`src/hw/rtl/evxr_pkg.sv`:
```
`default_nettype none
// ----------------------------------------------------------------------------
// evxr_pkg
// Types, constants and the first-quadrant sine table of the Euler XYZ core.
// ----------------------------------------------------------------------------
package evxr_pkg;

    localparam int AngW      = 14;
    localparam int AccW      = 16;
    localparam int CompW     = 17;
    localparam int CoefW     = 17;
    localparam int ZbW       = 10;
    localparam int RedW      = 13;          // reduced angle 0..5759
    localparam int SinIdxW   = 11;          // 0..1440
    localparam int SinDepth  = 1441;
    localparam int ProdW     = CompW + CoefW;
    localparam int SumW      = ProdW + 1;
    localparam int RotLat    = 4;
    localparam int QDepthDef = 2;

    localparam int FullTurn    = 5760;
    localparam int HalfTurn    = 2880;
    localparam int QuarterTurn = 1440;
    localparam int EighthTurn  = 720;
    localparam int OutLimit    = 56756;
    localparam logic [ZbW-1:0] ZbReset = ZbW'(1);

    localparam logic [63:0] PiQ62  = 64'hC90FDAA22168C234;
    localparam logic [63:0] OneQ62 = 64'h4000000000000000;
    localparam logic [63:0] PiStep = PiQ62 / 64'(HalfTurn);
    localparam logic [63:0] PiRem  = PiQ62 % 64'(HalfTurn);

    typedef struct packed {
        logic               neg_s;
        logic [SinIdxW-1:0] idx_s;
        logic               neg_c;
        logic [SinIdxW-1:0] idx_c;
    } t_trig;

    typedef struct packed {
        t_trig                   trig_x;
        t_trig                   trig_y;
        t_trig                   trig_z;
        logic signed [AccW-1:0]  acc_x;
        logic signed [AccW-1:0]  acc_y;
        logic signed [AccW-1:0]  acc_z;
    } t_job;

    typedef logic [SinDepth-1:0][CoefW-1:0] t_sin_rom;

    function automatic logic [63:0] mul_q62(logic [63:0] a, logic [63:0] b);
        logic [127:0] p;
        p = {64'd0, a} * {64'd0, b};
        return p[125:62];
    endfunction

    // shift-subtract quotient; only used while building the table
    function automatic logic [63:0] udiv64(logic [63:0] num, logic [63:0] den);
        logic [63:0] q;
        logic [64:0] r;
        q = '0;
        r = '0;
        for (int i = 63; i >= 0; i--) begin
            r = {r[63:0], num[i]};
            if (r >= {1'b0, den}) begin
                r = r - {1'b0, den};
                q[i] = 1'b1;
            end
        end
        return q;
    endfunction

    function automatic logic [CoefW-1:0] series_q15(logic [63:0] k, logic want_sin);
        logic [63:0] x;
        logic [63:0] term;
        logic [63:0] sum;
        logic [63:0] d;
        logic [63:0] rnd;
        x = PiStep * k + udiv64(PiRem * k, 64'(HalfTurn));
        term = want_sin ? x : OneQ62;
        sum = term;
        for (int n = 1; n <= 12; n++) begin
            d = want_sin ? 64'((2 * n) * (2 * n + 1)) : 64'((2 * n - 1) * (2 * n));
            term = udiv64(mul_q62(mul_q62(term, x), x), d);
            if (n[0]) sum = sum - term;
            else      sum = sum + term;
        end
        rnd = (sum + (64'd1 << 46)) >> 47;
        return rnd[CoefW-1:0];
    endfunction

    function automatic t_sin_rom build_sin_rom();
        t_sin_rom rom;
        for (int k = 0; k < SinDepth; k++) begin
            if (k <= EighthTurn) rom[k] = series_q15(64'(k), 1'b1);
            else                 rom[k] = series_q15(64'(QuarterTurn - k), 1'b0);
        end
        return rom;
    endfunction

endpackage
`default_nettype wire

```
`src/hw/rtl/evxr_queue.sv`:
```
`default_nettype none
// ----------------------------------------------------------------------------
// evxr_queue
// Short FIFO between front and back; the back drains one entry a cycle.
// ----------------------------------------------------------------------------
module evxr_queue
    import evxr_pkg::*;
#(
    parameter int DEPTH = QDepthDef
) (
    input  wire logic i_clk,
    input  wire logic i_rst_n,
    input  wire logic i_push,
    input  wire t_job i_job,
    output logic      o_valid,
    output t_job      o_job,
    output logic      o_full
);

    localparam int PtrW = (DEPTH > 1) ? $clog2(DEPTH) : 1;
    localparam int CntW = $clog2(DEPTH + 1);

    t_job            r_mem [DEPTH];
    logic [PtrW-1:0] r_wr, r_rd, n_wr, n_rd;
    logic [CntW-1:0] r_cnt, n_cnt;
    logic            pop;

    assign pop = (r_cnt != '0);

    always_comb begin
        n_wr  = r_wr;
        n_rd  = r_rd;
        n_cnt = r_cnt;
        if (i_push) n_wr = (r_wr == PtrW'(DEPTH - 1)) ? '0 : r_wr + 1'b1;
        if (pop)    n_rd = (r_rd == PtrW'(DEPTH - 1)) ? '0 : r_rd + 1'b1;
        if (i_push && !pop)      n_cnt = r_cnt + 1'b1;
        else if (!i_push && pop) n_cnt = r_cnt - 1'b1;
    end

    always_ff @(posedge i_clk) begin
        if (!i_rst_n) begin
            r_wr  <= '0;
            r_rd  <= '0;
            r_cnt <= '0;
        end else begin
            r_wr  <= n_wr;
            r_rd  <= n_rd;
            r_cnt <= n_cnt;
        end
    end

    always_ff @(posedge i_clk) begin
        if (i_push) r_mem[r_wr] <= i_job;
    end

    assign o_valid = pop;
    assign o_job   = r_mem[r_rd];
    assign o_full  = (r_cnt == CntW'(DEPTH));

endmodule
`default_nettype wire

```
`config.mk`:
```
export PLATFORM = sky130hd
export DESIGN_NAME = evxr_queue
export DESIGN_NICKNAME = d
export VERILOG_FILES = /design/src/hw/rtl/evxr_pkg.sv /design/src/hw/rtl/evxr_queue.sv
export SDC_FILE = /design/constraint.sdc
export NUM_CORES = 1
export LEC_CHECK = 0
export BUFFER_PORTS_ARGS = -buffer_cell sky130_fd_sc_hd__buf_2
export CAP_MARGIN = 10
export CORE_UTILIZATION = 55
export DETAILED_ROUTE_END_ITERATION = 16
export PLACE_DENSITY = 0.89
export REMOVE_ABC_BUFFERS = 1
export SYNTH_ARGS = -nofsm -noshare
export SYNTH_HDL_FRONTEND = slang
export SYNTH_SLANG_ARGS = --single-unit
export TNS_END_PERCENT = 5
```
`constraint.sdc`:
```
create_clock -name i_clk -period 11.4 [get_ports i_clk]
set_input_delay 1.14 -clock i_clk [delete_from_list [all_inputs] [get_ports i_clk]]
set_output_delay 1.14 -clock i_clk [all_outputs]
set_load 0.05 [all_outputs]
```
======== Yosys cells after proc, flatten, opt, wreduce, memory -nomap -nowiden ========
Memories as Yosys holds them, arrays and structs flattened. A register that Yosys moved wholly into a read port is not among the register bits.
Index checks and enable logic that the tools add are counted.
word-level totals
  bits in writable memories ............... 240
  register bits ........................... 4
  latch bits .............................. 0
  output and inout bits ................... 122
  ROM bits ................................ 0
  logic and storage cells ................. 23
  memories ................................ 1
cells by class
  magnitude comparators ................... 0
  shift operators ......................... 0
  bitwise gates (word level) .............. 0
  divide/modulo/power cells ............... 0
  equal/unequal tests ..................... 1
  $add $sub $neg .......................... 4
  reduce and logical (&&, ||, !) cells .... 6
  $mul .................................... 0
  muxes and demuxes ....................... 8
memory list
  name   depth  bits a word  rd ports  clocked after Yosys merged registers in  write ports  RTL line          source
  r_mem  2      120          1         1                                        1            evxr_queue.sv:23  t_job r_mem [DEPTH];
operator list
  operator             number
  $mux 1               6
  $mux 2               2
  $reduce_bool 2->1    2
  $add 1x1->1 const B  2
  $add 2x1->2 const B  1
  $eq 2x2->1 const B   1
  $logic_and 1x1->1    2
  $logic_not 1->1      2
  $sub 2x1->2 const B  1

======== Logic depth before layout (Yosys ltp) ========
Gate-level depths: netlist (run 1).
  depth after elaboration ................. 4
  mapped depth ............................ 5
  mapped depth without buffers ............ 5

======== Worst setup path before layout (run 1) ========
OpenSTA, ideal clock, no wires.
  kind .................................... in2reg
  start point ............................. in i_push
  end point ............................... mem r_mem[0][0] in the netlist's numbering, enable pin
  arrival time ............................ 6,377 ps
  path buffers ............................ 0
  library setup time ...................... 615 ps
  setup slack ............................. 4,408 ps
  cell stages on the path ................. 1
  cells stage by stage .................... nor2b_1
between the ends
  longest elaborated chain between the ends .. 2
ends and longest elaborated chain
  element                       RTL line          source
  start: declaration            evxr_queue.sv:13  input wire logic i_push,
  $mux 1                        evxr_queue.sv:53  if (i_push) r_mem[r_wr] <= i_job;
  $mux 1 (not written as such)  evxr_queue.sv:53
  end: declaration              evxr_queue.sv:23
Every way passes these cells.

==> summary.txt, run 1 <==
Status
  – Outcome: finished clean

Routing
  – Via Count: 4527
  – Drt drc: 0
  – ANT nets after route: 0
  – Initial DRC Count: 241
  – Routed WL: 16.1 mm
  – DR vias/cell: 5.09
  – DR pass1 iterations: 4
  – Routed wire per std cell: 18.1 um

Global route
  – Gr ovfl total: 0
  – Initial antenna violation count: 0
  – Largest net degree at the start of global routing: 72
  – First-pass GRT wire length: 23.8 mm
  – GRT Resource Usage Total: 18.6%
  – Vias in the first global route: 4688

CTS
  – H-tree lvl count: 1
  – Worst skew pair latency: 500 ps
  – Clock sinks: 245
  – Clk root buf: clkbuf_16
  – CTS tree: yes
  – Clock slew at reported path FFs: 60 ps
  – Clock tree buffer depth: 3
  – TritonCTS buffer count: 24
  – Post-CTS sizing: 0
  – Post-CTS Setup Inserts: 0
  – Hold_buf cts: 0

Finish
  – Final non-filler cell total: 890
  – Share of layout cells above drive strength 1: 59.9%
  – Most common cell after layout, fill and taps aside: buf_2
  – Design Area, Final: 11100 um2
  – Nets: 780
  – Commonest cells after routing, fill and taps aside: 244 x buf_2, 240 x edfxtp_1, 120 x mux2_2, 25 x clkbuf_16
  – Syn-to-layout area delta: 24.2%

Power and ir drop
  – Net Sw Power: 0.976 mW
  – PD cells: 247 nW/um2
  – Clk pwr share: 27.3%
  – Comb pwr share: 32.6%
  – Leak: 4.15 nW
  – VDD IR max: 0.205 mV
  – Sw Ratio: 35.7%
  – Sequential power share: 40.1%
  – Int Power: 1.76 mW

Worst hold path
  – Hold Path Depth: 2
  – Hold Crit Start: r_cnt[1]
  – Worst Hold End: r_cnt[1]
  – HP Class: flop to flop

Synthesis
  – Post-Synthesis Cells: 395
  – Simple logic cell fraction of the synthesized area: 0.632%
  – Register area share after synthesis: 82.0%
  – Synth Area in Adders: 0.140%
  – Multiplexer share of the synthesized area: 15.2%
  – Syn. warnings: 0
  – Synthesized area: 8910 um2
  – Cell variety after synth: 17
  – Synth Area in Compound Gates: 0.225%
  – Largest family of logic cells by synthesized area: multiplexers
  – Post-synthesis xor/xnor area fraction: 0.295%
  – Syn_area_per_cell: 22.6 um2
  – Synthesized flop and latch total: 245

Timing
  – Final Max Tran Viols: 0
  – Final Setup Violations: 0
  – Final hold vios: 0
  – Relative slew margins: 36.8%
  – Slew at the pin closest to its max-slew limit: 947 ps
  – Fmax: 0.256 GHz
  – Final min period: 3910 ps
  – Setup TNS: 0 ps
  – RSZ-0062 raised after global routing: false
  – Final period utilization: 34.3%
  – Clk_skew: 14.7 ps

Worst setup path
  – Slack of the worst reg-to-reg path: 9080 ps
  – CP required: 10260 ps
  – R2r endpoint: r_mem[1][32]
  – Crit start category: flop
  – R2R Path Start: r_wr
  – Worst-path maximum fanout: 65
  – Setup crit end kind: output port
  – Reg2Reg Depth: 2
  – Setup CP Type: flop to output port
  – Critical Path AT: 2770 ps

Placed design
  – # port buffers: 244
  – Cell total after placement: 846
  – Post-detail-place hpwl: 10.5 mm
  – Placer congestion estimate: 0.721
  – Placement Cell Area: 10300 um2

Floorplan
  – Num rows: 46
  – Initial Util: 56.3%
  – # IOs: 245
  – Die area: 16700 um2
  – Die X: 129 um
  – Die height: 129 um
  – Core area: 15800 um2

Job
  – Max cap viols: 0
metal layers:
metal | wire length, um | share of wire (%) | GRT usage, % | vias up
li1 | - | - | - | 2092
met1 | 6270 | 39 | 22.0 | 2233
met2 | 8480 | 53 | 33.8 | 179
met3 | 1130 | 7.0 | 5.04 | 23
met4 | 244 | 1.5 | 4.01 | 0
met5 | 0 | 0 | 0 | -
synthesized netlist by cell type:
| library cell | count | area, um2 |
|---|---|---|
| a21boi_1 | 1 | 7.51 |
| and2_1 | 4 | 25.0 |
| and2b_2 | 1 | 8.76 |
| buf_2 | 2 | 10.0 |
| buf_6 | 11 | 124 |
| dfxtp_1 | 5 | 100 |
| edfxtp_1 | 240 | 7210 |
| ha_1 | 1 | 12.5 |
| inv_1 | 1 | 3.75 |
| mux2_2 | 120 | 1350 |
| nor2_1 | 1 | 3.75 |
| nor2b_1 | 2 | 12.5 |
| o21a_1 | 1 | 7.51 |
| o21ai_0 | 1 | 5.00 |
| or3_1 | 1 | 6.26 |
| xnor2_1 | 2 | 17.5 |
| xor2_1 | 1 | 8.76 |
critical path, cell delays in order (launching register included):
cell and delay [ps]:
dfxtp_4 800, buf_4 760, mux2_2 430, buf_2 210
cells by family (layout without fill, tap and decap cells):
logic type,after synthesis,count (layout)
simple gates,9,9
fa+ha+maj,1,1
xor+xnor,3,3
compound gates,3,3
mux,120,120
other cells,0,1
flops,245,245
buf+inv,14,292
metrics by stage:
stage | power [mW] | setup slack [ps] | util, % | hold WS [ps]
floorplan | 1.83 | 4410 | - | 466
global placement | 1.99 | 8040 | 65.2 | 475
detailed placement | 2.01 | 7970 | 65.2 | 511
CTS | 2.76 | 7420 | 69.9 | 540
global route | 2.83 | 7310 | 69.9 | 566
finish | 2.73 | 7490 | 69.9 | 538
worst max path at each step:
stage,start,endpoint,slack (ps),depth (start not counted)
floorplan,i_push,r_mem[0][0],4410,1
global placement,flop,o_job[106],8040,3
detailed placement,flop,o_job[106],7970,3
CTS,flop,o_job[18],7420,3
global route,flop,o_job[115],7310,3
finish,flop,o_job[61],7490,3
power by group through the flow:
stage	sequential (mW)	clock (mW)	combinational (mW)
6_report	1.10	0.746	0.890
5_1_grt	1.10	0.794	0.928
4_1_cts	1.10	0.761	0.896
3_5_place_dp	1.12	0	0.890
3_3_place_gp	1.11	0	0.876
2_1_floorplan	1.13	0	0.699
area by class of cell:
| class | count | area (um2) |
|---|---|---|
| Timing Repair Buffer | 248 | 1250 |
| Inverter | 1 | 3.75 |
| Multi-Input combinational cell | 136 | 1480 |
| Clock buffer | 31 | 648 |
| Antenna cell | 1 | 2.50 |
| Tap cell | 216 | 270 |
| Fill cell | 995 | 4760 |
| Sequential cell | 245 | 7310 |
| Clock inverter | 12 | 103 |
sequential cells by signal (all words and copies together) (netlist names), named ones only:
register	flops
r_cnt	2
r_rd	1
r_wr	1
r_mem	240
(Power assumes the default switching activity.)
==> inputs of run 2 (changes only) <==
--- a/config.mk
+++ b/config.mk
@@ -5,11 +5,12 @@
 export SDC_FILE = /design/constraint.sdc
 export NUM_CORES = 1
 export LEC_CHECK = 0
+export ABC_AREA = 1
 export BUFFER_PORTS_ARGS = -buffer_cell sky130_fd_sc_hd__buf_2
 export CAP_MARGIN = 10
-export CORE_UTILIZATION = 55
+export CORE_UTILIZATION = 52
 export DETAILED_ROUTE_END_ITERATION = 16
-export PLACE_DENSITY = 0.89
+export PLACE_DENSITY = 0.85
 export REMOVE_ABC_BUFFERS = 1
 export SYNTH_ARGS = -nofsm -noshare
 export SYNTH_HDL_FRONTEND = slang
==> constraint.sdc (replaced) <==
create_clock -name i_clk -period 3.7 [get_ports i_clk]
set_input_delay 0.37 -clock i_clk [delete_from_list [all_inputs] [get_ports i_clk]]
set_output_delay 0.37 -clock i_clk [all_outputs]
set_load 0.05 [all_outputs]
==> summary.txt, run 2 <==
Status
  – Outcome: finished clean (unchanged)

Placed design
  – Placer congestion estimate: 0.758 (was 0.721)
  – Cell total after placement: 862 (was 846)
  – Placement Cell Area: 10400 um2 (was 10300 um2)
  – Post-detail-place hpwl: 10.2 mm (was 10.5 mm)
  – # port buffers: 244 (unchanged)
  – Pre-CTS WS: 1680 ps (was 7970 ps)

Finish
  – Filler cells: 1112 (was 995)
  – Area of the multi-input gates: 1450 um2 (was 1480 um2)
  – Largest registers: r_mem x240, r_cnt x2 (unchanged)
  – Max FFs per register: 240 (unchanged)
  – Share of layout cells above drive strength 1: 59.2% (was 59.9%)
  – Design Area, Final: 11100 um2 (about the same)
  – Sequential Area: 7310 um2 (unchanged)
  – Final Util: 66.7% (was 69.9%)
  – Commonest cells after routing, fill and taps aside: 244 x buf_2, 240 x edfxtp_1, 120 x mux2_2, 25 x clkbuf_16, 7 x inv_1 (was 244 x buf_2, 240 x edfxtp_1, 120 x mux2_2, 25 x clkbuf_16)
  – Final non-filler cell total: 903 (was 890)
  – Most common cell after layout, fill and taps aside: buf_2 (unchanged)
  – Syn-to-layout area delta: 24.5% (was 24.2%)
  – Nets: 792 (was 780)
  – Reg with most FFs: r_mem (unchanged)

Synthesis
  – Syn_area_per_cell: 22.0 um2 (was 22.6 um2)
  – Synthesized flop and latch total: 245 (unchanged)
  – Largest cells by area after synthesis: edfxtp_1 81%, mux2_2 15%, buf_6 1.4% (unchanged)
  – Post-synth ARST share: 0% (unchanged)
  – Synth Area in Adders: 0.140% (about the same)
  – Simple logic cell fraction of the synthesized area: 0.631% (was 0.632%)
  – Synthesized area: 8920 um2 (was 8910 um2)
  – Commonest register cell after synthesis: edfxtp_1 (unchanged)
  – Top-count cell post-synth: edfxtp_1 (unchanged)
  – Register area share after synthesis: 82.0% (about the same)
  – Cell taking the most area after synthesis: edfxtp_1 (unchanged)
  – Largest family of logic cells by synthesized area: multiplexers (unchanged)
  – Commonest cells in the synthesized netlist: 240 x edfxtp_1, 120 x mux2_2, 11 x buf_6, 8 x inv_1 (was 240 x edfxtp_1, 120 x mux2_2, 11 x buf_6, 5 x dfxtp_1, 4 x and2_1)
  – Synth Area in Compound Gates: 0.281% (was 0.225%)
  – Post-synth EDFFs: 240 (unchanged)
  – Post-synthesis xor/xnor area fraction: 0% (was 0.295%)
  – Multiplexer share of the synthesized area: 15.2% (about the same)
  – Syn. warnings: 0 (unchanged)
  – Yosys top cell area share: 80.8% (was 80.9%)
  – Cell variety after synth: 13 (was 17)
  – Post-Synthesis Cells: 406 (was 395)

Global route
  – Vias in the first global route: 4800 (was 4688)
  – Largest net degree at the start of global routing: 121 (was 72)
  – Gr ovfl total: 0 (unchanged)
  – Grt peak-use layer: met2 (unchanged)
  – GRT Resource Usage Total: 17.7% (was 18.6%)
  – Met1 Track Usage GR: 20.8% (was 22.0%)
  – First-pass GRT wire length: 24.3 mm (was 23.8 mm)
  – Met2 Track Usage GR: 31.6% (was 33.8%)
  – GRT met3 Usage: 4.44% (was 5.04%)
  – Initial antenna violation count: 1 (was 0)

Timing
  – RSZ-0062 raised after global routing: false (unchanged)
  – Slew at the pin closest to its max-slew limit: 775 ps (was 947 ps)
  – Relative slew margins: 48.4% (was 36.8%)
  – Final Max Tran Viols: 0 (unchanged)
  – Final min period: 2420 ps
  – Clk_skew: 7.18 ps (was 14.7 ps)
  – Final Setup Violations: 0 (unchanged)
  – Fmax: 0.414 GHz
  – PnR worst setup slack: 1280 ps (was 7490 ps)
  – Final hold vios: 0 (unchanged)
  – Final period utilization: 65.3%
  – Setup TNS: 0 ps (unchanged)

Floorplan
  – Die area: 17700 um2 (was 16700 um2)
  – Die X: 133 um (was 129 um)
  – Num rows: 47 (was 46)
  – Die height: 133 um (was 129 um)
  – Initial Util: 53.6% (was 56.3%)
  – # IOs: 245 (unchanged)
  – Core area: 16600 um2 (was 15800 um2)

Worst setup path
  – Critical Path AT: 2050 ps (was 2770 ps)
  – Setup CP Type: flop to output port (unchanged)
  – Reg2Reg Depth: 3 (was 2)
  – Worst-path maximum fanout: 120 (was 65)
  – Max incr delay on CP: 430 ps (was 800 ps)
  – Setup crit end kind: output port (unchanged)
  – R2r endpoint: r_mem[1][29] (was r_mem[1][32])
  – Critical Path Stages: 3 (unchanged)
  – CP endpoint: o_job[37] (was o_job[61])
  – R2R Path Start: r_wr (unchanged)
  – CP max stage cell: buf_12 (was dfxtp_4)
  – Cell Chain, Critical Path: buf_12 -> mux2_2 -> buf_2 (was buf_4 -> mux2_2 -> buf_2)
  – CP required: 3330 ps (was 10260 ps)
  – CP delay by family, top: buffers and inverters (unchanged)
  – Crit start category: flop (unchanged)
  – Slack of the worst reg-to-reg path: 1780 ps (was 9080 ps)
  – Sum of buffers and inverters on the critical path: 2 (unchanged)

CTS
  – TritonCTS buffer count: 24 (unchanged)
  – Clock tree buffer depth: 3 (unchanged)
  – H-tree lvl count: 1 (unchanged)
  – Clock sinks: 245 (unchanged)
  – Clock slew at reported path FFs: 60 ps (about the same)
  – Post-CTS sizing: 0 (unchanged)
  – CTS tree: yes (unchanged)
  – Clk root buf: clkbuf_16 (unchanged)
  – Post-CTS Setup Inserts: 0 (unchanged)
  – Worst skew pair latency: 500 ps (about the same)
  – Hold_buf cts: 0 (unchanged)

Power and ir drop
  – VDD IR max: 0.507 mV (was 0.205 mV)
  – Leak: 4.19 nW (was 4.15 nW)
  – PD cells: 755 nW/um2 (was 247 nW/um2)

Routing
  – Drt drc: 0 (unchanged)
  – DR vias/cell: 5.08 (was 5.09)
  – Routed wire per std cell: 17.5 um (was 18.1 um)
  – DR pass1 iterations: 4 (unchanged)
  – Initial DRC Count: 187 (was 241)
  – Via Count: 4584 (was 4527)
  – Routed WL: 15.8 mm (was 16.1 mm)
  – ANT nets after route: 0 (unchanged)

Worst hold path
  – HP Class: input port to flop (was flop to flop)
  – Hold Crit Start: i_job[115] (was r_cnt[1])

Job
  – Max cap viols: 0 (unchanged)
==> run 2: cell types whose count changed in the layout (fill, tap and decap cells not counted), sizes merged, moves of 2 or more <==
cell    delta
a21oi      +3
inv        +7
nor2       +5
nor2b      -2
and2       -4
clkinv     -5
xnor2      -2
clkbuf     +3
nand2      +6
==> run 2: logic make-up (layout without fill, tap and decap cells) <==
kind of cell               after synthesis  in the layout
adders and majority gates                1              1
DFF                                    245            245
buffers and inverters                   21            297
other                                    0              1
and+or+nand+nor                         14             14
muxes                                  120            120
AOI/OAI and AO/OA                        5              5
==> run 2: final cells by class <==
cell class,instances,area share (%)
diodes,1,0.0225
clock buffers,34,6.21
clock inverters,6,0.473
inverters,8,0.293
multi-input cells,140,13.1
flip-flops and latches,245,65.9
well taps,220,2.48
repair buffers,249,11.6
==> run 2: report_power, final <==
part / leakage (nW) / internal [mW] / switching (mW)
clock network: 0.366 / 1.35 / 0.914
logic: 1.53 / 0.803 / 2.03
registers: 2.29 / 3.23 / 0.0476
==> run 2: stage by stage <==
step	power [mW]	hold WS, ps
6_report	8.38	57.2
5_1_grt	8.66	37.5
3_3_place_gp	6.15	432
3_5_place_dp	6.19	446
4_1_cts	8.46	38.5
2_1_floorplan	5.62	425
==> run 2: how the worst min path moves through the flow <==
stage	cells past startpoint	endpoint	slack, ps
2_1_floorplan	1	flop	430
3_3_place_gp	1	flop	430
3_5_place_dp	1	flop	450
4_1_cts	1	r_mem[1][111]	40
5_1_grt	1	r_mem[0][115]	40
6_report	1	r_mem[0][115]	60
==> run 2: routing by layer <==
metal,vias up,wire length (um)
met5,-,13
met4,2,362
met3,38,1140
met2,179,8190
met1,2242,6080
li1,2123,-
