===== config.mk =====
export PLATFORM = sky130hd
export DESIGN_NAME = evxr_front
export DESIGN_NICKNAME = d
export VERILOG_FILES = /design/src/hw/rtl/evxr_pkg.sv /design/src/hw/rtl/evxr_front.sv
export SDC_FILE = /design/constraint.sdc
export NUM_CORES = 1
export LEC_CHECK = 0
export BUFFER_PORTS_ARGS = -buffer_cell sky130_fd_sc_hd__buf_4
export CAP_MARGIN = 20
export CORE_MARGIN = 2
export CORE_UTILIZATION = 45
export DETAILED_ROUTE_END_ITERATION = 8
export MAX_ROUTING_LAYER = met4
export PLACE_DENSITY_LB_ADDON = 0.1
export SYNTH_ARGS = -nofsm -noshare
export SYNTH_HDL_FRONTEND = slang
export SYNTH_SLANG_ARGS = --single-unit

===== constraint.sdc =====
create_clock -name i_clk -period 9.2 [get_ports i_clk]
set_input_delay 0.92 -clock i_clk [delete_from_list [all_inputs] [get_ports i_clk]]
set_output_delay 0.92 -clock i_clk [all_outputs]
set_load 0.02 [all_outputs]

===== src/hw/rtl/evxr_pkg.sv =====
`default_nettype none
// ----------------------------------------------------------------------------
// evxr_pkg
// Types, constants and the first-quadrant sine table of the Euler XYZ core.
// ----------------------------------------------------------------------------
package evxr_pkg;

    localparam int AngW      = 14;
    localparam int AccW      = 16;
    localparam int CompW     = 17;
    localparam int CoefW     = 17;
    localparam int ZbW       = 10;
    localparam int RedW      = 13;          // reduced angle 0..5759
    localparam int SinIdxW   = 11;          // 0..1440
    localparam int SinDepth  = 1441;
    localparam int ProdW     = CompW + CoefW;
    localparam int SumW      = ProdW + 1;
    localparam int RotLat    = 4;
    localparam int QDepthDef = 2;

    localparam int FullTurn    = 5760;
    localparam int HalfTurn    = 2880;
    localparam int QuarterTurn = 1440;
    localparam int EighthTurn  = 720;
    localparam int OutLimit    = 56756;
    localparam logic [ZbW-1:0] ZbReset = ZbW'(1);

    localparam logic [63:0] PiQ62  = 64'hC90FDAA22168C234;
    localparam logic [63:0] OneQ62 = 64'h4000000000000000;
    localparam logic [63:0] PiStep = PiQ62 / 64'(HalfTurn);
    localparam logic [63:0] PiRem  = PiQ62 % 64'(HalfTurn);

    typedef struct packed {
        logic               neg_s;
        logic [SinIdxW-1:0] idx_s;
        logic               neg_c;
        logic [SinIdxW-1:0] idx_c;
    } t_trig;

    typedef struct packed {
        t_trig                   trig_x;
        t_trig                   trig_y;
        t_trig                   trig_z;
        logic signed [AccW-1:0]  acc_x;
        logic signed [AccW-1:0]  acc_y;
        logic signed [AccW-1:0]  acc_z;
    } t_job;

    typedef logic [SinDepth-1:0][CoefW-1:0] t_sin_rom;

    function automatic logic [63:0] mul_q62(logic [63:0] a, logic [63:0] b);
        logic [127:0] p;
        p = {64'd0, a} * {64'd0, b};
        return p[125:62];
    endfunction

    // shift-subtract quotient; only used while building the table
    function automatic logic [63:0] udiv64(logic [63:0] num, logic [63:0] den);
        logic [63:0] q;
        logic [64:0] r;
        q = '0;
        r = '0;
        for (int i = 63; i >= 0; i--) begin
            r = {r[63:0], num[i]};
            if (r >= {1'b0, den}) begin
                r = r - {1'b0, den};
                q[i] = 1'b1;
            end
        end
        return q;
    endfunction

    function automatic logic [CoefW-1:0] series_q15(logic [63:0] k, logic want_sin);
        logic [63:0] x;
        logic [63:0] term;
        logic [63:0] sum;
        logic [63:0] d;
        logic [63:0] rnd;
        x = PiStep * k + udiv64(PiRem * k, 64'(HalfTurn));
        term = want_sin ? x : OneQ62;
        sum = term;
        for (int n = 1; n <= 12; n++) begin
            d = want_sin ? 64'((2 * n) * (2 * n + 1)) : 64'((2 * n - 1) * (2 * n));
            term = udiv64(mul_q62(mul_q62(term, x), x), d);
            if (n[0]) sum = sum - term;
            else      sum = sum + term;
        end
        rnd = (sum + (64'd1 << 46)) >> 47;
        return rnd[CoefW-1:0];
    endfunction

    function automatic t_sin_rom build_sin_rom();
        t_sin_rom rom;
        for (int k = 0; k < SinDepth; k++) begin
            if (k <= EighthTurn) rom[k] = series_q15(64'(k), 1'b1);
            else                 rom[k] = series_q15(64'(QuarterTurn - k), 1'b0);
        end
        return rom;
    endfunction

endpackage
`default_nettype wire


===== src/hw/rtl/evxr_front.sv =====
`default_nettype none
// ----------------------------------------------------------------------------
// evxr_front
// Takes requests, reduces each angle to one turn and folds it to a quadrant
// index and sign for sine and cosine. Two register stages.
// ----------------------------------------------------------------------------
module evxr_front
    import evxr_pkg::*;
(
    input  wire logic                   i_clk,
    input  wire logic                   i_rst_n,
    input  wire logic                   i_take,
    input  wire logic signed [AngW-1:0] i_angle_x,
    input  wire logic signed [AngW-1:0] i_angle_y,
    input  wire logic signed [AngW-1:0] i_angle_z,
    input  wire logic signed [AccW-1:0] i_acc_x,
    input  wire logic signed [AccW-1:0] i_acc_y,
    input  wire logic signed [AccW-1:0] i_acc_z,
    output logic                        o_valid,
    output t_job                        o_job
);

    logic                   r_va, r_vb;
    logic [RedW-1:0]        r_ax, r_ay, r_az;
    logic signed [AccW-1:0] r_px, r_py, r_pz;
    t_job                   r_job;

    function automatic logic [RedW-1:0] reduce(logic signed [AngW-1:0] ang);
        logic signed [AngW+1:0] a;
        a = (AngW+2)'(ang);
        if (a < -(AngW+2)'(FullTurn))     a = a + (AngW+2)'(2 * FullTurn);
        else if (a < 0)                   a = a + (AngW+2)'(FullTurn);
        else if (a >= (AngW+2)'(FullTurn)) a = a - (AngW+2)'(FullTurn);
        return a[RedW-1:0];
    endfunction

    // quadrant fold: index into the first-quadrant table plus sign
    function automatic logic [SinIdxW:0] fold(logic [RedW-1:0] a);
        logic [RedW-1:0] k;
        logic            neg;
        if (a < RedW'(QuarterTurn)) begin
            k = a; neg = 1'b0;
        end else if (a < RedW'(HalfTurn)) begin
            k = RedW'(HalfTurn) - a; neg = 1'b0;
        end else if (a < RedW'(HalfTurn + QuarterTurn)) begin
            k = a - RedW'(HalfTurn); neg = 1'b1;
        end else begin
            k = RedW'(FullTurn) - a; neg = 1'b1;
        end
        return {neg, k[SinIdxW-1:0]};
    endfunction

    function automatic t_trig make_trig(logic [RedW-1:0] a);
        logic [RedW:0]    ac;
        logic [SinIdxW:0] fs, fc;
        t_trig            t;
        ac = {1'b0, a} + (RedW+1)'(QuarterTurn);
        if (ac >= (RedW+1)'(FullTurn)) ac = ac - (RedW+1)'(FullTurn);
        fs = fold(a);
        fc = fold(ac[RedW-1:0]);
        t.neg_s = fs[SinIdxW];
        t.idx_s = fs[SinIdxW-1:0];
        t.neg_c = fc[SinIdxW];
        t.idx_c = fc[SinIdxW-1:0];
        return t;
    endfunction

    always_ff @(posedge i_clk) begin
        if (!i_rst_n) begin
            r_va <= 1'b0;
            r_vb <= 1'b0;
        end else begin
            r_va <= i_take;
            r_vb <= r_va;
        end
    end

    always_ff @(posedge i_clk) begin
        r_ax <= reduce(i_angle_x);
        r_ay <= reduce(i_angle_y);
        r_az <= reduce(i_angle_z);
        r_px <= i_acc_x;
        r_py <= i_acc_y;
        r_pz <= i_acc_z;
        r_job.trig_x <= make_trig(r_ax);
        r_job.trig_y <= make_trig(r_ay);
        r_job.trig_z <= make_trig(r_az);
        r_job.acc_x  <= r_px;
        r_job.acc_y  <= r_py;
        r_job.acc_z  <= r_pz;
    end

    assign o_valid = r_vb;
    assign o_job   = r_job;

endmodule
`default_nettype wire


Word level (Yosys, flattened, before mapping) --
Index checks and enable logic that the tools add are counted.
Word-level totals: bits in latches 0, input port bits 93, memories 0, register bits after elaboration 209, ROM bits 0, bits in writable memories 0, output and inout bits 121
Cells by class: shifts and indexed selects 0, eq/ne operators 0, multiply operators 0, add/sub/neg operators 33, reductions and logical operators 0, bitwise logic cells 0, divide/modulo/power cells 0, magnitude comparators 30, multiplexer cells 36
Operators with widths (number):
- $mux 11 | 18
- $mux 13 | 12
- $add 13x13->13 const B | 6
- $lt 13x11->1 const B | 6
- $lt 13x12->1 const B | 6
- $lt 13x13->1 const B | 6
- $sub 13x13->13 const B | 6
- $sub 10x11->11 const A | 6
- $sub 11x10->11 const B | 6
- $sub 11x11->11 const A | 6
- $add 13x11->14 const B | 3
- $ge 14x13->1 const B | 3
- $ge 14x14->1 const B | 3
- $lt 14x1->1 const B | 3
- $lt 14x14->1 const B | 3
- $mux 1 | 6

Logic depth before layout (Yosys ltp) --
Gate-level depths: netlist (run 1).
depth after elaboration 7, gate-level depth with buffers 17, depth with buffers taken out 14

Worst setup path before layout (run 1) --
Ideal clock, no wire load.
path type register to register, start reg r_az[7], end reg r_job, in the netlist o_job[49], cell stages (with the launch flop) 16, setup time 0.121 ns, setup slack 5.168 ns, data arrival time 3.911 ns, path buffers 3, data required time 9.079 ns, path through dfxtp_1 > clkbuf_1 > buf_1 > clkinv_1 > ha_1 > clkbuf_1 > a21oi_1 > xnor2_1 > inv_1 > ha_1 > a31oi_1 > nor2b_1 > o41a_1 > a311oi_2 > o21bai_1 > mux2_2
Between the ends: cells in the longest elaborated chain, start to end 7, elaborated cells on any way between the ends 13
RTL lines:
- start: declaration | RTL line evxr_front.sv:24 | logic [RedW-1:0] r_ax, r_ay, r_az;
- start signal: assignment | RTL line evxr_front.sv:81 | r_az <= reduce(i_angle_z);
- $add 13x11->14 * | RTL line evxr_front.sv:57 | ac = {1'b0, a} + (RedW+1)'(QuarterTurn);
- $sub 13x13->13 or $ge 14x13->1 (tied branches) | RTL line evxr_front.sv:58 | if (ac >= (RedW+1)'(FullTurn)) ac = ac - (RedW+1)'(FullTurn);
- $mux 13 * | RTL line evxr_front.sv:58
- $lt 13x13->1 (tied with other cells) | RTL line evxr_front.sv:45 | end else if (a < RedW'(HalfTurn + QuarterTurn)) begin
- $mux 11 | RTL line evxr_front.sv:45
- $mux 11 | RTL line evxr_front.sv:43 | end else if (a < RedW'(HalfTurn)) begin
- $mux 11 * | RTL line evxr_front.sv:41 | if (a < RedW'(QuarterTurn)) begin
- end: declaration | RTL line evxr_front.sv:26 | t_job r_job;
Mark *: on every way between the ends. The rest lies on a longest branch, timed or not. A chain may end at the register's enable or synchronous reset.

Worst setup path in the final report (run 1) --
start reg r_ax[7], end reg r_job, in the netlist o_job[97]
Between the ends: cells in the longest elaborated chain, start to end 7, elaborated cells on any way between the ends 13
RTL lines:
- start: declaration | RTL line evxr_front.sv:24
- start signal: assignment | RTL line evxr_front.sv:79 | r_ax <= reduce(i_angle_x);
- $add 13x11->14 * | RTL line evxr_front.sv:57
- $sub 13x13->13 or $ge 14x13->1 (tied branches) | RTL line evxr_front.sv:58
- $mux 13 * | RTL line evxr_front.sv:58
- $lt 13x13->1 (tied with other cells) | RTL line evxr_front.sv:45
- $mux 11 | RTL line evxr_front.sv:45
- $mux 11 | RTL line evxr_front.sv:43
- $mux 11 * | RTL line evxr_front.sv:41
Marked as above.

==> results.sh, run 1 <==
export IMPL_synth_largest_area_cell="dfxtp_1"
export IMPL_status="completed"
export IMPL_clock_path_buffers=3
export IMPL_grt_pass1_vias=8213
export IMPL_gp_congestion=0.916
export IMPL_finClkSkew_ps=7.17
export IMPL_grt_max_degree=27
export IMPL_ios=214
export IMPL_hpwlAfterDp_um=19300
export IMPL_antenna_found_initial=0
export IMPL_r2r_cells=12
export IMPL_core_area_um2=21900
export IMPL_via_per_inst=5.52
export IMPL_cp_required_ps=9600
export IMPL_cts_tree="built"
export IMPL_finalHoldViolCount=0
export IMPL_max_stage_delay_ps=750
export IMPL_crit_type="flip-flop to flip-flop"
export IMPL_synthTopCellsByCount="dfxtp_1, nand2_1, a21oi_1, nor2_1"
export IMPL_grt_pass1_wl_um=41500
export IMPL_yosysSeqAreaShare_pct=41.1
export IMPL_yosysMostFrequentCell="dfxtp_1"
export IMPL_syn_area_um2=10000
export IMPL_post_cts_buffers=0
export IMPL_synth_top_area_share_pct=41.1
export IMPL_setup_slack_ps=4680
export IMPL_path_common_cell="ha_1"
export IMPL_synth_edff_count=0
export IMPL_wl_met1_um=11300
export IMPL_synth_area_per_cell_um2=9.01
export IMPL_die_h_um=153
export IMPL_relSlewSlack_pct=41.0
export IMPL_setup_tns_ps=0
export IMPL_finalSetupViolCount=0
export IMPL_cts_buffers_inserted=23
export IMPL_path_max_fanout=19
export IMPL_vdd_drop_max_mv=0.186
export IMPL_dpl_worst_slack_ps=4760
export IMPL_p_leak_uw=0.00549
export IMPL_initial_core_util_pct=45.9
export IMPL_yosys_warnings=0
export IMPL_crit_end="o_job[97]"
export IMPL_dr_wl_met3_um=1820
export IMPL_rsz0062_at_grt="no"
export IMPL_routed_top_layer="met4"
export IMPL_reg2reg_from="r_ax[7]"
export IMPL_worst_slew_pin_slew_ps=884
export IMPL_worstSetupStartpoint="r_ax[7]"
export IMPL_finalCriticalPeriod_ps=4520
export IMPL_cts_clk_slew_worst_paths_ps=60
export IMPL_drv_cap=0
export IMPL_synthFlopType="dfxtp_1"
export IMPL_setup_worst_path_start_class="flip-flop"
export IMPL_drt_iter0_drc=603
export IMPL_wl_per_cell_um=15.9
export IMPL_synthArstFlopShare_pct=0
export IMPL_route_vias_total=8802
export IMPL_crit_chain="inv_1 > ha_1 > a21oi_1 > xnor2_1 > ha_1 > a2111oi_0 > a311oi_1 > o211ai_1 > nor3_1 > a31oi_1 > o31ai_1 > mux2_2"
export IMPL_rrSetupSlack_ps=4680
export IMPL_cts_resized=0
export IMPL_power_density_nw_per_um2=270
export IMPL_n_fill_cell=1959
export IMPL_synth_fp_nets=1262
export IMPL_track_usage_pct=21.5
export IMPL_drv_slew=0
export IMPL_cts_root_buffer="clkbuf_16"
export IMPL_hold_buffers=0
export IMPL_finish_utilization_pct=57.1
export IMPL_clock_latency_ps=510
export IMPL_io_buffer_count=213
export IMPL_antenna_left=0
export IMPL_clock_sinks=206
export IMPL_hold_class="flip-flop to flip-flop"
export IMPL_die_area_um2=23500
export IMPL_met2WireLength_um=11700
export IMPL_rows=54
export IMPL_htreeDepth=1
export IMPL_ys_ff_latch=206
export IMPL_synth_top_cells_by_area="dfxtp_1, ha_1, xnor2_1, a21oi_1, o21ai_0"
export IMPL_fin_nets=1449
export IMPL_cp_arrival_ps=4920
export IMPL_fmax_mhz=221
export IMPL_routed_wirelength_um=25400
export IMPL_overflow=0
export IMPL_end_kind="flip-flop"
export IMPL_antenna_cells=0
export IMPL_min_period_over_period_pct=49.1
export IMPL_firstDrtPassIters=5
export IMPL_critPathSlowestCell="dfxtp_1"
export IMPL_synthCells=1114
export IMPL_synth_distinct_cells=90
export IMPL_rr_endpoint="o_job[97]"
export IMPL_drive_above_1_share_pct=21.2
export IMPL_die_w_um=153
export IMPL_power_uw=3380
export IMPL_syn2layout_area_growth_pct=24.5
export IMPL_drcViolationCount=0
-- layout by cell type (no fill, tap or decap), types with 8 or more instances in the layout --
cell,Yosys,final
a21oi_1,76,76
xnor2_1,48,48
o22ai_1,16,16
a31oi_1,12,12
and3_1,10,10
nor4_1,11,11
nand3_1,21,21
or4_1,9,9
buf_4,4,213
o21ai_0,63,63
xor2_1,23,23
nor2_1,76,76
mux2i_1,11,11
o31ai_1,8,8
dfxtp_1,206,206
clkbuf_16,0,23
or3_1,12,12
o21a_1,8,8
nand2b_1,8,8
a21o_1,9,9
inv_1,63,63
nand2_1,82,82
ha_1,55,55
o211a_1,11,11
o211ai_1,23,23
a211oi_1,17,17
nor3_1,31,31
-- stage by stage --
stage | std cells | hold slack (ps) | cell area [um2]
2_1_floorplan | 1114 | 310 | 10000
3_3_place_gp | 1556 | 310 | 11800
3_5_place_dp | 1556 | 312 | 11800
4_1_cts | 1594 | 325 | 12500
5_1_grt | 1594 | 331 | 12500
6_report | 1594 | 324 | 12500
-- state kept, by name, indices dropped and copies added, names as in the netlist --
name	cells
r_py	16
r_az	13
r_ax	13
r_va	1
r_px	16
o_valid	1
r_ay	13
r_pz	16
o_job	117
-- cell type report --
cell class                      instances  area, um2  area share, %
Timing Repair Buffer                  213       1600           12.8
Tap cell                              280        350           2.80
Sequential cell                       206       4120           33.0
Multi-Input combinational cell        791       5430           43.5
Inverter                               66        248           1.98
Clock inverter                          7        103          0.821
Clock buffer                           31        646           5.16
-- per-layer routing --
layer	global-route usage (%)	up-vias
met5	-	-
met4	6.16	0
met3	3.91	45
met2	34.7	316
met1	27.8	4030
li1	-	4411
-- kinds of logic after synthesis --
| kind of cell | Yosys count | share of synthesized area [%] |
|---|---|---|
| XOR/XNOR | 72 | 6.42 |
| AO/OA/AOI/OAI | 340 | 23.9 |
| adder cells (fa/ha/maj) | 55 | 6.85 |
| AND/OR/NAND/NOR | 308 | 15.2 |
| flip-flops | 206 | 41.1 |
| multiplexers | 16 | 1.66 |
| buffers and inverters | 117 | 4.82 |
-- critical path, delay by kind of cell, from the launching register on --
kind / cells / cell delay, ps
AOI/OAI and AO/OA: 6 / 1700
xor gates and xnor gates: 1 / 180
adders and majority gates: 2 / 660
buffers and inverters: 1 / 270
DFF: 1 / 750
muxes: 1 / 400
and+or+nand+nor: 1 / 450
-- worst min-delay path by stage --
stage | to | slack [ps] | start | depth (start not counted)
2_1_floorplan | o_job[0] | 310 | r_pz[0] | 0
3_3_place_gp | o_job[8] | 310 | r_pz[8] | 0
3_5_place_dp | o_job[1] | 310 | r_pz[1] | 0
4_1_cts | o_job[24] | 320 | r_py[8] | 0
5_1_grt | o_job[36] | 330 | r_px[4] | 0
6_report | o_job[36] | 320 | r_px[4] | 0
-- power breakdown --
group / switching [uW] / internal [uW] / total, uW
clock network: 348 / 547 / 896
logic: 762 / 545 / 1310
registers: 114 / 1060 / 1180
Power figures use the tool's default switching activity.
==> run 2: changes to the inputs <==
Clock period 9.2 ns to 4.7 ns, I/O delays scaled along.
==> run 2 against run 1 <==
  * Sequential power increased by 92%
  * Hold slack got worse by 270 ps
  * Total power increased by 93%
  * Sequential share of layout area decreased by 0.076 points
  * Clock-buffer cell count decreased by 2
  * Fmax increased by 14%
  * Highest routed layer unchanged
  * First-iteration DRC count increased by 23%
==> results.sh, run 2 (synthesis gave the netlist of run 1 again) <==
export IMPL_fmax_mhz=252
export IMPL_cp_top_family="compound AO/OA/AOI/OAI gates"
export IMPL_antenna_cells=0
export IMPL_power_density_nw_per_um2=519
export IMPL_clock_path_buffers=3
export IMPL_cts_buffers_inserted=22
export IMPL_die_w_um=153
export IMPL_crit_chain="ha_1 > a21boi_0 > a2bb2oi_1 > a211oi_4 > o311ai_0 > or2_2 > ha_1 > a21oi_1 > o221ai_1 > nor3b_1 > o21ai_0 > xor2_1"
export IMPL_antenna_left=0
export IMPL_finalCriticalPeriod_ps=3960
export IMPL_drv_cap=0
export IMPL_hpwlAfterDp_um=19000
export IMPL_mostFrequentLayoutCells="buf_4, dfxtp_1, nand2_1"
export IMPL_min_period_over_period_pct=84.4
export IMPL_max_stage_delay_ps=600
export IMPL_rrSetupSlack_ps=740
export IMPL_core_area_um2=21900
export IMPL_multi_input_area_um2=5430
export IMPL_via_per_inst=5.49
export IMPL_routed_wirelength_um=25000
export IMPL_regArea_um2=4120
export IMPL_largest_register_ffs=117
export IMPL_worst_slew_pin_slew_ps=834
export IMPL_hold_buffers=0
export IMPL_finClkSkew_ps=15.2
export IMPL_overflow=0
export IMPL_finalHoldViolCount=0
export IMPL_die_h_um=153
export IMPL_hold_class="input pin to flip-flop"
export IMPL_rows=54
export IMPL_wl_per_cell_um=15.6
export IMPL_cp_required_ps=5080
export IMPL_finish_utilization_pct=57.2
export IMPL_ios=214
export IMPL_setup_worst_path_start_class="flip-flop"
export IMPL_p_leak_uw=0.00550
export IMPL_drt_iter0_drc=741
export IMPL_drcViolationCount=0
export IMPL_cts_clk_slew_worst_paths_ps=60
export IMPL_cts_resized=0
export IMPL_final_common_cell="buf_4"
export IMPL_route_vias_total=8818
export IMPL_cts_root_buffer="clkbuf_16"
export IMPL_critPathSlowestCell="o311ai_0"
export IMPL_path_common_cell="ha_1"
export IMPL_drive_above_1_share_pct=22.0
export IMPL_cp_arrival_ps=4350
export IMPL_clock_sinks=206
export IMPL_syn2layout_area_growth_pct=24.8
export IMPL_n_fill_cell=2004
export IMPL_grt_pass1_wl_um=40500
export IMPL_firstDrtPassIters=5
export IMPL_setup_tns_ps=0
export IMPL_vdd_drop_max_mv=0.376
export IMPL_fin_nets=1459
export IMPL_end_kind="flip-flop"
export IMPL_grt_max_degree=25
export IMPL_drv_slew=0
export IMPL_rsz0062_at_grt="no"
export IMPL_htreeDepth=1
export IMPL_cts_tree="built"
export IMPL_finalSetupViolCount=0
export IMPL_initial_core_util_pct=45.9
export IMPL_critPathBufInv=0
export IMPL_post_cts_buffers=0
export IMPL_antenna_found_initial=0
export IMPL_crit_type="flip-flop to flip-flop"
export IMPL_die_area_um2=23500
export IMPL_relSlewSlack_pct=44.3
export IMPL_clock_latency_ps=510
export IMPL_gp_congestion=0.944
export IMPL_track_usage_pct=21.0
export IMPL_path_max_fanout=12
export IMPL_grt_pass1_vias=8038
export IMPL_io_buffer_count=213
export IMPL_status="completed"
-- run 2: cell count changes in the layout (fill, tap and decap cells not counted) --
cell | previous run | this run
buf_4 | 213 | 224
clkinvlp_4 | 1 | 5
bufinv_16 | 2 | 0
clkbuf_1 | 4 | 3
clkbuf_16 | 23 | 22
clkinv_8 | 0 | 1
inv_16 | 1 | 0
inv_6 | 0 | 1
-- run 2: worst register-to-register path, cell delays in order, from the launching register on --
cell and delay (ps):
dfxtp_1 570, ha_1 460, a21boi_0 230, a2bb2oi_1 520
a211oi_4 200, o311ai_0 600, or2_2 330, ha_1 200
a21oi_1 70, o221ai_1 200, nor3b_1 190, o21ai_0 120
xor2_1 170
-- run 2: where the power goes --
group          internal [uW]  switching, uW  leakage (uW)
sequential              2080            182       0.00174
clock                    931            700      0.000327
combinational           1100           1520       0.00344
total                   4110           2400       0.00550
-- run 2: worst paths after layout --
check	from	end	cells after the start
setup reg to reg	r_ax[5]	o_job[106]	12
hold reg to reg	r_pz[5]	o_job[5]	0
hold / removal	i_acc_x[6]	r_px[6]	1
setup / recovery	r_ax[5]	o_job[106]	12
-- run 2: cell type report --
type,count,share of cell area [%]
multi-input combinational,791,43.4
timing repair buffer,224,13.4
tap,280,2.80
sequential,206,32.9
clock inverter,10,0.619
clock buffer,29,4.92
inverter,66,1.98
-- run 2: through the flow --
stage	std cells	total power [uW]	hold slack [ps]	worst slack, ps	area, um2
6_report	1606	6510	59.2	735	12500
2_1_floorplan	1114	4020	310	668	10000
3_3_place_gp	1567	4900	310	941	11800
5_1_grt	1606	6910	32.4	293	12500
3_5_place_dp	1567	4900	312	778	11800
4_1_cts	1606	6560	38.5	769	12500
-- run 2: routing by layer --
metal | part of all wire, % | up-vias | routed length (um) | GRT usage [%]
met5 | 0 | - | 0 | -
met4 | 1.7 | 0 | 429 | 5.20
met3 | 7.1 | 35 | 1770 | 3.77
met2 | 47 | 323 | 11700 | 33.9
met1 | 45 | 4040 | 11100 | 27.5
li1 | - | 4420 | - | -
==> run 3: changes to the inputs <==
Clock period 4.7 ns to 4.1 ns, I/O delays scaled along.
==> run 3 against run 2 <==
  * Critical path depth did not move
  * Non-clock buffer count rose by 75
  * Clock power rose by 21%
==> results.sh, run 3 (synthesis gave the netlist of run 1 again) <==
export IMPL_status="completed"
export IMPL_cp_arrival_ps=4220
export IMPL_hold_path_depth=1
export IMPL_hpwlAfterDp_um=19600
export IMPL_routed_wirelength_um=26600
export IMPL_largest_register_ffs=117
export IMPL_die_h_um=153
export IMPL_p_leak_uw=0.00586
export IMPL_wl_per_cell_um=15.8
export IMPL_crit_chain="ha_1 > xnor2_1 > inv_1 > ha_1 > and3_1 > a311oi_1 > o211ai_1 > nor3_1 > a31oi_1 > o31ai_1 > buf_4 > mux2_2"
export IMPL_core_area_um2=21900
export IMPL_drcViolationCount=0
export IMPL_drt_iter0_drc=698
export IMPL_path_max_fanout=12
export IMPL_grt_pass1_wl_um=42900
export IMPL_reg2reg_from="r_ax[6]"
export IMPL_mostFrequentLayoutCells="buf_4, dfxtp_1, nand2_1"
export IMPL_gp_congestion=0.910
export IMPL_die_w_um=153
export IMPL_setup_slack_ps=269
export IMPL_rrSetupSlack_ps=270
export IMPL_track_usage_pct=22.2
export IMPL_fmax_mhz=261
export IMPL_finalSetupViolCount=0
export IMPL_route_vias_total=9259
export IMPL_overflow=0
export IMPL_setup_tns_ps=0
export IMPL_clock_path_buffers=3
export IMPL_dp_cells=1583
export IMPL_setup_worst_path_start_class="flip-flop"
export IMPL_finClkSkew_ps=17.1
export IMPL_power_density_nw_per_um2=579
export IMPL_ios=214
export IMPL_relSlewSlack_pct=49.4
export IMPL_critPathSlowestCell="ha_1"
export IMPL_drv_cap=0
export IMPL_fin_nets=1535
export IMPL_dpl_worst_slack_ps=253
export IMPL_post_cts_buffers=0
export IMPL_rows=54
export IMPL_final_cells=1683
export IMPL_hold_start="i_acc_y[1]"
export IMPL_via_per_inst=5.50
export IMPL_initial_core_util_pct=45.9
export IMPL_firstDrtPassIters=5
export IMPL_syn2layout_area_growth_pct=32.4
export IMPL_grt_pass1_vias=8740
export IMPL_htreeDepth=1
export IMPL_cts_buffers_inserted=23
export IMPL_antenna_left=0
export IMPL_cp_required_ps=4490
export IMPL_cts_tree="built"
export IMPL_cts_clk_slew_worst_paths_ps=60
export IMPL_antenna_cells=0
export IMPL_final_common_cell="buf_4"
export IMPL_end_kind="flip-flop"
export IMPL_drive_above_1_share_pct=22.1
export IMPL_r2r_cells=12
export IMPL_grt_max_degree=20
export IMPL_finalHoldViolCount=0
export IMPL_finalCriticalPeriod_ps=3830
export IMPL_worst_slew_pin_slew_ps=759
export IMPL_rr_endpoint="o_job[97]"
export IMPL_clock_latency_ps=510
export IMPL_vdd_drop_max_mv=0.424
export IMPL_cts_root_buffer="clkbuf_16"
export IMPL_hold_class="input pin to flip-flop"
export IMPL_die_area_um2=23500
export IMPL_crit_type="flip-flop to flip-flop"
export IMPL_antenna_found_initial=0
export IMPL_dpl_instance_area_um2=12000
export IMPL_hold_end="r_py[1]"
export IMPL_path_common_cell="ha_1"
export IMPL_io_buffer_count=213
export IMPL_clock_sinks=206
export IMPL_min_period_over_period_pct=93.4
export IMPL_fin_area_um2=13300
export IMPL_max_stage_delay_ps=520
export IMPL_power_uw=7700
export IMPL_drv_slew=0
-- run 3: changes by cell type in the layout (fill, tap and decap cells not counted), sizes merged --
cell,change
bufinv,+2
clkinv,+2
clkbuf,+1
clkinvlp,-3
buf,+16
dlygate4sd3,+59
-- run 3: layer usage --
metal | vias to the layer above | global-route usage, % | wire (um)
met5 | - | - | 0
met4 | 0 | 6.12 | 593
met3 | 46 | 4.14 | 1860
met2 | 320 | 36.9 | 12700
met1 | 4314 | 27.8 | 11500
li1 | 4579 | - | -
-- run 3: power breakdown --
group          internal, uW  total, uW  switching [uW]
Combinational          1340       3150            1810
Sequential             2380       2560             181
Clock                  1190       1980             790
Total                  4910       7700            2780
-- run 3: repair_timing --
action,in CTS,in global routing
hold buffers,54,5
resized for setup,0,3
endpoints found under the setup margin,0,11
endpoints found under the hold margin,54,5
-- run 3: worst max path at each step --
stage / slack (ps) / from / endpoint
after floorplan: 70 / r_az[7] / o_job[49]
after global placement: 440 / r_ay[6] / o_job[80]
after detailed placement: 250 / r_ax[6] / o_job[106]
after CTS: 250 / r_ax[6] / o_job[106]
after global routing: -9 / r_ax[6] / o_job[106]
final: 270 / r_ax[6] / o_job[97]
-- run 3: through the flow --
step | utilization [%] | hold slack (ps)
after global placement | 54.6 | 310
final | 60.7 | 22.6
after detailed placement | 54.6 | 312
after global routing | 60.7 | -1.06
after floorplan | - | 310
after CTS | 60.4 | 0.546
-- run 3: critical path: cells and delay by family (launching register included) --
kind / cells / cell delay, ps
AOI/OAI and AO/OA: 4 / 880
xor gates and xnor gates: 1 / 250
adders and majority gates: 2 / 830
buffers and inverters: 2 / 350
DFF: 1 / 480
muxes: 1 / 330
and+or+nand+nor: 2 / 590
-- run 3: layout make-up --
cell class              instances  area [um2]
clock buffers                  30         622
clock inverters                11         114
fillers                      1943        8600
inverters                      66         248
multi-input cells             791        5440
flip-flops and latches        206        4120
well taps                     280         350
repair buffers                299        2390
